File: config.mk
export PLATFORM = sky130hd
export DESIGN_NAME = rle_byte_run_decoder_core
export DESIGN_NICKNAME = d
export VERILOG_FILES = /design/src/rtl/core/rlebd_pkg.sv /design/src/rtl/core/rlebd_ctrl.sv /design/src/rtl/core/rlebd_dp.sv /design/src/rtl/core/rle_byte_run_decoder_core.sv
export SDC_FILE = /design/constraint.sdc
export NUM_CORES = 1
export LEC_CHECK = 0
export ABC_AREA = 0
export BUFFER_PORTS_ARGS = -buffer_cell sky130_fd_sc_hd__buf_2
export CELL_PAD_IN_SITES_DETAIL_PLACEMENT = 1
export CELL_PAD_IN_SITES_GLOBAL_PLACEMENT = 2
export CORE_UTILIZATION = 32
export DETAILED_ROUTE_END_ITERATION = 8
export PLACE_DENSITY_LB_ADDON = 0.1
export SLEW_MARGIN = 0
export SYNTH_ARGS = -nofsm -noshare
export SYNTH_HDL_FRONTEND = slang
export SYNTH_SLANG_ARGS = --single-unit
File: constraint.sdc
create_clock -name clk -period 5.2 [get_ports clk]
set_clock_uncertainty 0.05 [all_clocks]
set_input_delay 0.52 -clock clk [delete_from_list [all_inputs] [get_ports clk]]
set_output_delay 0.52 -clock clk [all_outputs]
set_load 0.02 [all_outputs]
File: src/rtl/core/rlebd_pkg.sv
// Package of the byte-run decoder: constants and the command and status types.
// Depends on nothing; used by the controller, the datapath and the core of the decoder.
`default_nettype none

package rlebd_pkg;

  localparam int LengthBitsDef = 24;
  localparam int MaxPerStep = 64;
  localparam logic [7:0] LiteralMaxCode = 8'd127;
  localparam logic [7:0] RunBias = 8'd127;

  typedef struct packed {
    logic accept;
    logic emit;
    logic cfg_write;
  } cmd_t;

  typedef struct packed {
    logic run_phase;
    logic chunk_last;
    logic slot_free;
  } sts_t;

endpackage

`default_nettype wire

File: src/rtl/core/rlebd_ctrl.sv
// Controller of the byte-run decoder: chooses between taking input and emitting run copies.
// Depends on rlebd_pkg for the command and status types.
`default_nettype none

module rlebd_ctrl (
  input  wire logic           clk,
  input  wire logic           rst_n,
  input  wire logic           in_valid,
  input  wire logic           cfg_wr_en,
  input  wire rlebd_pkg::sts_t sts,
  output rlebd_pkg::cmd_t     cmd,
  output logic                in_ready
);

  typedef enum logic [0:0] {
    S_IDLE,
    S_EMIT
  } state_t;

  state_t state_r;
  state_t state_nxt;

  always_comb begin
    in_ready      = (state_r == S_IDLE) && sts.slot_free && !cfg_wr_en;
    cmd.accept    = in_ready && in_valid && !cfg_wr_en;
    cmd.emit      = (state_r == S_EMIT) && sts.slot_free && !cfg_wr_en;
    cmd.cfg_write = cfg_wr_en;
    state_nxt     = state_r;
    case (state_r)
      S_IDLE: begin
        if (cmd.accept && sts.run_phase) begin
          state_nxt = S_EMIT;
        end
      end
      S_EMIT: begin
        if (cmd.emit && sts.chunk_last) begin
          state_nxt = S_IDLE;
        end
      end
      default: state_nxt = S_IDLE;
    endcase
    if (cfg_wr_en) begin
      state_nxt = S_IDLE;
    end
  end

  always_ff @(posedge clk) begin
    if (!rst_n) begin
      state_r <= S_IDLE;
    end else begin
      state_r <= state_nxt;
    end
  end

endmodule

`default_nettype wire

File: src/rtl/core/rlebd_dp.sv
// Datapath of the byte-run decoder: code parsing, counters, run value and output register.
// Depends on rlebd_pkg for constants and the command and status types.
`default_nettype none

module rlebd_dp #(
  parameter int LENGTH_BITS = rlebd_pkg::LengthBitsDef
) (
  input  wire logic                   clk,
  input  wire logic                   rst_n,
  input  wire rlebd_pkg::cmd_t        cmd,
  output rlebd_pkg::sts_t             sts,
  input  wire logic [LENGTH_BITS-1:0] cfg_wr_data,
  input  wire logic [7:0]             in_byte,
  input  wire logic                   out_ready,
  output logic                        out_valid,
  output logic [7:0]                  out_byte,
  output logic                        out_last_of_input,
  output logic                        out_image_done
);

  localparam int ChunkBits = $clog2(rlebd_pkg::MaxPerStep + 1);

  typedef enum logic [1:0] {
    PH_CODE,
    PH_LITERAL,
    PH_RUNVAL,
    PH_CARRY
  } phase_t;

  phase_t                 phase_r, phase_nxt;
  logic [7:0]             pending_r, pending_nxt;
  logic [LENGTH_BITS-1:0] bytes_left_r, bytes_left_nxt;
  logic [7:0]             held_r, held_nxt;
  logic [7:0]             saved_r, saved_nxt;
  logic [ChunkBits-1:0]   chunk_r, chunk_nxt;
  logic                   out_valid_r, out_valid_nxt;
  logic [7:0]             out_byte_r, out_byte_nxt;
  logic                   out_last_r, out_last_nxt;
  logic                   out_done_r, out_done_nxt;

  logic [7:0]             code;
  logic [7:0]             tc_raw;
  logic [LENGTH_BITS-1:0] tc_len;
  logic [LENGTH_BITS-1:0] tc_clamp;
  phase_t                 tc_phase;
  logic [ChunkBits-1:0]   chunk_load;
  logic                   take_code;

  always_comb begin
    code = (phase_r == PH_CARRY) ? saved_r : in_byte;
    if (code <= rlebd_pkg::LiteralMaxCode) begin
      tc_raw   = code + 8'd1;
      tc_phase = PH_LITERAL;
    end else begin
      tc_raw   = code - rlebd_pkg::RunBias;
      tc_phase = PH_RUNVAL;
    end
    tc_len   = LENGTH_BITS'(tc_raw);
    tc_clamp = (tc_len > bytes_left_r) ? bytes_left_r : tc_len;
    if (pending_r > 8'(rlebd_pkg::MaxPerStep)) begin
      chunk_load = ChunkBits'(rlebd_pkg::MaxPerStep);
    end else begin
      chunk_load = ChunkBits'(pending_r);
    end
  end

  always_comb begin
    phase_nxt      = phase_r;
    pending_nxt    = pending_r;
    bytes_left_nxt = bytes_left_r;
    held_nxt       = held_r;
    saved_nxt      = saved_r;
    chunk_nxt      = chunk_r;
    out_byte_nxt   = out_byte_r;
    out_last_nxt   = out_last_r;
    out_done_nxt   = out_done_r;
    out_valid_nxt  = out_valid_r && !out_ready;
    take_code      = 1'b0;
    if (cmd.cfg_write) begin
      bytes_left_nxt = cfg_wr_data;
      phase_nxt      = PH_CODE;
      pending_nxt    = 8'd0;
      held_nxt       = 8'd0;
    end else if (cmd.accept) begin
      case (phase_r)
        PH_LITERAL: begin
          out_valid_nxt = 1'b1;
          out_byte_nxt  = in_byte;
          out_last_nxt  = 1'b1;
          out_done_nxt  = (pending_r == 8'd1) && (bytes_left_r == '0);
          pending_nxt   = pending_r - 8'd1;
          if (pending_r == 8'd1) begin
            phase_nxt = PH_CODE;
          end
        end
        PH_RUNVAL: begin
          held_nxt  = in_byte;
          chunk_nxt = chunk_load;
        end
        PH_CARRY: begin
          saved_nxt = in_byte;
          chunk_nxt = chunk_load;
        end
        PH_CODE: take_code = 1'b1;
        default: phase_nxt = PH_CODE;
      endcase
    end else if (cmd.emit) begin
      out_valid_nxt = 1'b1;
      out_byte_nxt  = held_r;
      out_last_nxt  = sts.chunk_last;
      out_done_nxt  = sts.chunk_last && (pending_r == 8'd1) && (bytes_left_r == '0);
      pending_nxt   = pending_r - 8'd1;
      chunk_nxt     = chunk_r - ChunkBits'(1);
      if (sts.chunk_last) begin
        if (pending_r == 8'd1) begin
          phase_nxt = PH_CODE;
          take_code = (phase_r == PH_CARRY);
        end else begin
          phase_nxt = PH_CARRY;
        end
      end
    end
    if (take_code && (bytes_left_r != '0)) begin
      bytes_left_nxt = bytes_left_r - tc_clamp;
      pending_nxt    = tc_clamp[7:0];
      phase_nxt      = tc_phase;
    end
  end

  always_comb begin
    sts.run_phase     = (phase_r == PH_RUNVAL) || (phase_r == PH_CARRY);
    sts.chunk_last    = (chunk_r == ChunkBits'(1));
    sts.slot_free     = !out_valid_r || out_ready;
    out_valid         = out_valid_r;
    out_byte          = out_byte_r;
    out_last_of_input = out_last_r;
    out_image_done    = out_done_r;
  end

  always_ff @(posedge clk) begin
    if (!rst_n) begin
      phase_r      <= PH_CODE;
      pending_r    <= 8'd0;
      bytes_left_r <= '0;
      chunk_r      <= '0;
      out_valid_r  <= 1'b0;
    end else begin
      phase_r      <= phase_nxt;
      pending_r    <= pending_nxt;
      bytes_left_r <= bytes_left_nxt;
      chunk_r      <= chunk_nxt;
      out_valid_r  <= out_valid_nxt;
    end
  end

  always_ff @(posedge clk) begin
    held_r     <= held_nxt;
    saved_r    <= saved_nxt;
    out_byte_r <= out_byte_nxt;
    out_last_r <= out_last_nxt;
    out_done_r <= out_done_nxt;
  end

endmodule

`default_nettype wire

File: src/rtl/core/rle_byte_run_decoder_core.sv
// Byte-run decoder core. A code byte is taken and gives no output; a literal byte appears
// at the output register in the cycle after its transaction, one byte per cycle while the
// output is not stalled. A run value byte holds the input while its copies go out, at most
// 64 per accepted byte, the first after the emit state and the run copy counter are loaded.
// Synchronous active-low reset clears the counters, the length and the output valid flag.
`default_nettype none

module rle_byte_run_decoder_core #(
  parameter int LENGTH_BITS = rlebd_pkg::LengthBitsDef
) (
  input  wire logic                   clk,
  input  wire logic                   rst_n,
  input  wire logic                   cfg_wr_en,
  input  wire logic [LENGTH_BITS-1:0] cfg_wr_data,
  input  wire logic                   in_valid,
  output logic                        in_ready,
  input  wire logic [7:0]             in_byte,
  output logic                        out_valid,
  input  wire logic                   out_ready,
  output logic [7:0]                  out_byte,
  output logic                        out_last_of_input,
  output logic                        out_image_done
);

  rlebd_pkg::cmd_t cmd;
  rlebd_pkg::sts_t sts;

  rlebd_ctrl u_ctrl (
    .clk       (clk),
    .rst_n     (rst_n),
    .in_valid  (in_valid),
    .cfg_wr_en (cfg_wr_en),
    .sts       (sts),
    .cmd       (cmd),
    .in_ready  (in_ready)
  );

  rlebd_dp #(
    .LENGTH_BITS (LENGTH_BITS)
  ) u_dp (
    .clk               (clk),
    .rst_n             (rst_n),
    .cmd               (cmd),
    .sts               (sts),
    .cfg_wr_data       (cfg_wr_data),
    .in_byte           (in_byte),
    .out_ready         (out_ready),
    .out_valid         (out_valid),
    .out_byte          (out_byte),
    .out_last_of_input (out_last_of_input),
    .out_image_done    (out_image_done)
  );

endmodule

`default_nettype wire

==> out/results.ini <==
[critical_path]
end_kind=flip-flop
r2r_slack_ns=0.25
reg2reg_from=u_dp.phase_r[1]
path_buf_inv=1
critical_path_required_ns=5.41
crit_family=compound AO/OA/AOI/OAI gates
cp-start-kind=flip-flop
crit_fanout=5
criticalPathCategory=reg -> reg
crit_chain=and2_4 > mux2_2 > ha_4 > nor3b_1 > xnor2_1 > ha_1 > a21oi_2 > nand2_1 > a21o_1 > o21ai_4 > mux2i_2 > ha_1 > nor2b_1 > o21ai_1 > nand2b_1 > o211ai_1 > o221ai_2 > nor2_4 > o221ai_4 > buf_6 > o31a_1 > a211oi_1
critPathMaxStageDelay_ns=0.36
reg2reg_depth=22
crit_top_cell=ha_1
worstPathArrival_ns=5.16
regToRegEndpoint=u_dp.bytes_left_r[23]
critPathSlowestCell=mux2_2

[timing]
max_freq_mhz=202
period_needed_ns=4.95
drv_slew=0
timing.final.crit_share_pct=95.3
worst-slew-pin-transition_ns=1.20
setup_viol=0
maxSlewHeadroom_pct=19.9
hold_violations=0
holdWs_ns=0.372
fin_ws_ns=0.245

[synth]
ys_top_cells_by_area=dfxtp_1 (23%), edfxtp_1 (12%), nand2_1 (5.9%)
ys_types=62
syn_area_mm2=0.00437
synth_seq_area_share_pct=35.7
yosysWarnings=0
ys.flop_type=dfxtp_1
synth_nets=595
syn_inst=538
yosys.area.top_type=dfxtp_1
yosysMostFrequentCell=nand2_1
ys_ff_latch=69
synthTopCellsByCount=nand2_1 (69), nor2_1 (62), dfxtp_1 (51)
synth_edf_count=18
synth_top_area_share_pct=23.4
ys_async_sr_fraction_pct=0
avgSynthCellArea_um2=8.13

[job]
cap_viol_max_count=0

[floorplanning]
design.core.area_mm2=0.0133
io_pins=49
die_w_um=119
initial_core_util_pct=32.9
row_count=42
die-area_mm2=0.0141
fp.dieH_um=119

[min_path]
hold_path_class=in -> reg
worstHoldStart=in_byte[6]
min_to=u_dp.saved_r[6]
min_path_cells=1

[global_routing]
grt_overflow=0
track_usage_pct=21.6
antenna_found_initial=0
grt_pass1_wl_um=23600
grt_max_degree=44
grt_pass1_vias=4364

[outcome]
status=complete, no violations

[cts]
clkTransAtPathRegs_ns=0.06
hold_buffers=0
cts.sinks=69
cts_buffers=9
clock_latency_ns=0.34
cts_buffer_depth=2
cts_tree=built
cts-htree-levels=3
cts-root-buf=clkbuf_16

[detailed_routing]
ant_nets=0
route.detailed.wl_per_inst_um=18.9
vias=4382
drt-total-wl_um=15000
avgViaCountPerCell=5.51
post-route-drc-count=0
drt_iter0_markers=245
first_pass_iters=4

[power]
power.total_mw=1.64
p_leak_nw=2.16
ir_worst_vdd_mv=0.145
power_density_mw_per_mm2=297

[placement]
routabilityCongestion=0.867
port_buffers=48
dp_hpwl_um=10700
dp_slack_ns=-0.221

[finish]
diodes=0
syn_to_final_growth_pct=25.9
nets=672
drive_gt1_share_pct=21.3

-- what timing repair did --
action | 4_1_cts | 5_1_grt
cloned | 1 | 0
setup endpoints to repair | 14 | 17
setup buffers | 3 | 8
resized for setup | 10 | 17
pin swaps | 3 | 9
-- through the flow --
stage,area (µm²),cells,util (%),setup TNS (ns)
after detailed placement,4990,768,37.5,-1.13
after global routing,5500,796,41.4,-0.00331
after CTS,5370,788,40.4,0
after floorplan,4420,538,-,0
final,5500,796,41.4,0
after global placement,4990,768,37.5,0
-- state kept, by name, indices dropped and copies added (netlist names) --
name and count:
u_dp.out_last_of_input 1, u_dp.bytes_left_r 24, u_dp.chunk_r 7, u_dp.out_image_done 1, u_ctrl.state_r 1, u_dp.pending_r 8
u_dp.saved_r 8, u_dp.phase_r 2, u_dp.out_valid 1, u_dp.out_byte 8, u_dp.held_r 8
-- how the worst max path moves through the flow --
stage	slack, ns	startpoint	cells after the start	end
final	0.25	u_dp.phase_r[1]	22	u_dp.bytes_left_r[23]
after global routing	-0.003	u_dp.phase_r[0]	22	u_dp.bytes_left_r[23]
after CTS	0.04	u_dp.phase_r[0]	21	u_dp.bytes_left_r[15]
after detailed placement	-0.22	u_dp.phase_r[0]	23	u_dp.bytes_left_r[13]
after global placement	0.02	in_byte[1]	22	u_dp.bytes_left_r[13]
after floorplan	0.004	u_dp.phase_r[1]	25	u_dp.bytes_left_r[19]
-- placed cells by master (no fill, tap or decap), types with 17 or more instances in the layout --
cell / netlist / layout
a21oi_1: 29 / 27
nand2_1: 69 / 69
nor2_1: 62 / 61
edfxtp_1: 18 / 18
mux2i_1: 22 / 20
ha_1: 19 / 17
dfxtp_1: 51 / 51
buf_2: 5 / 48
inv_1: 18 / 17
o21ai_0: 31 / 29
buf_4: 1 / 38
-- worst register-to-register path, stage by stage (launching register included) --
cell and delay (ns):
dfxtp_1 0.34, and2_4 0.19, mux2_2 0.37, ha_4 0.18
nor3b_1 0.14, xnor2_1 0.21, ha_1 0.30, a21oi_2 0.12
nand2_1 0.06, a21o_1 0.21, o21ai_4 0.23, mux2i_2 0.27
ha_1 0.26, nor2b_1 0.13, o21ai_1 0.20, nand2b_1 0.14
o211ai_1 0.17, o221ai_2 0.19, nor2_4 0.22, o221ai_4 0.20
buf_6 0.20, o31a_1 0.28, a211oi_1 0.19
-- cells by family (layout without fill, tap and decap cells) --
kind of cell | count (synthesis) | after routing | synth area share, %
adder cells (fa/ha/maj) | 20 | 20 | 5.90
AND/OR/NAND/NOR | 218 | 218 | 23.5
AO/OA/AOI/OAI | 147 | 148 | 22.2
XOR/XNOR | 14 | 14 | 2.80
flip-flops | 69 | 69 | 35.7
multiplexers | 24 | 24 | 5.55
buffers and inverters | 46 | 127 | 4.35
-- metal layers --
layer / global-route usage (%) / part of all wire [%] / up-vias
met1: 30.0 / 49 / 2161
met5: 0 / 0 / -
met2: 34.4 / 46 / 65
met4: 6.17 / 1.4 / 0
met3: 3.74 / 4.0 / 18
li1: - / - / 2138
-- where the power goes --
part | internal (mW) | switching [mW]
combinational | 0.172 | 0.243
sequential | 0.575 | 0.0259
clock | 0.369 | 0.252
-- cell type report --
type | count | area, µm²
fill | 1614 | 7790
clock inverter | 7 | 65.1
clock buffer | 9 | 225
sequential | 69 | 1560
timing repair buffer | 91 | 582
inverter | 20 | 75.1
tap | 176 | 220
multi-input combinational | 424 | 2770
Note: power is estimated with default switching activity, not from simulation.
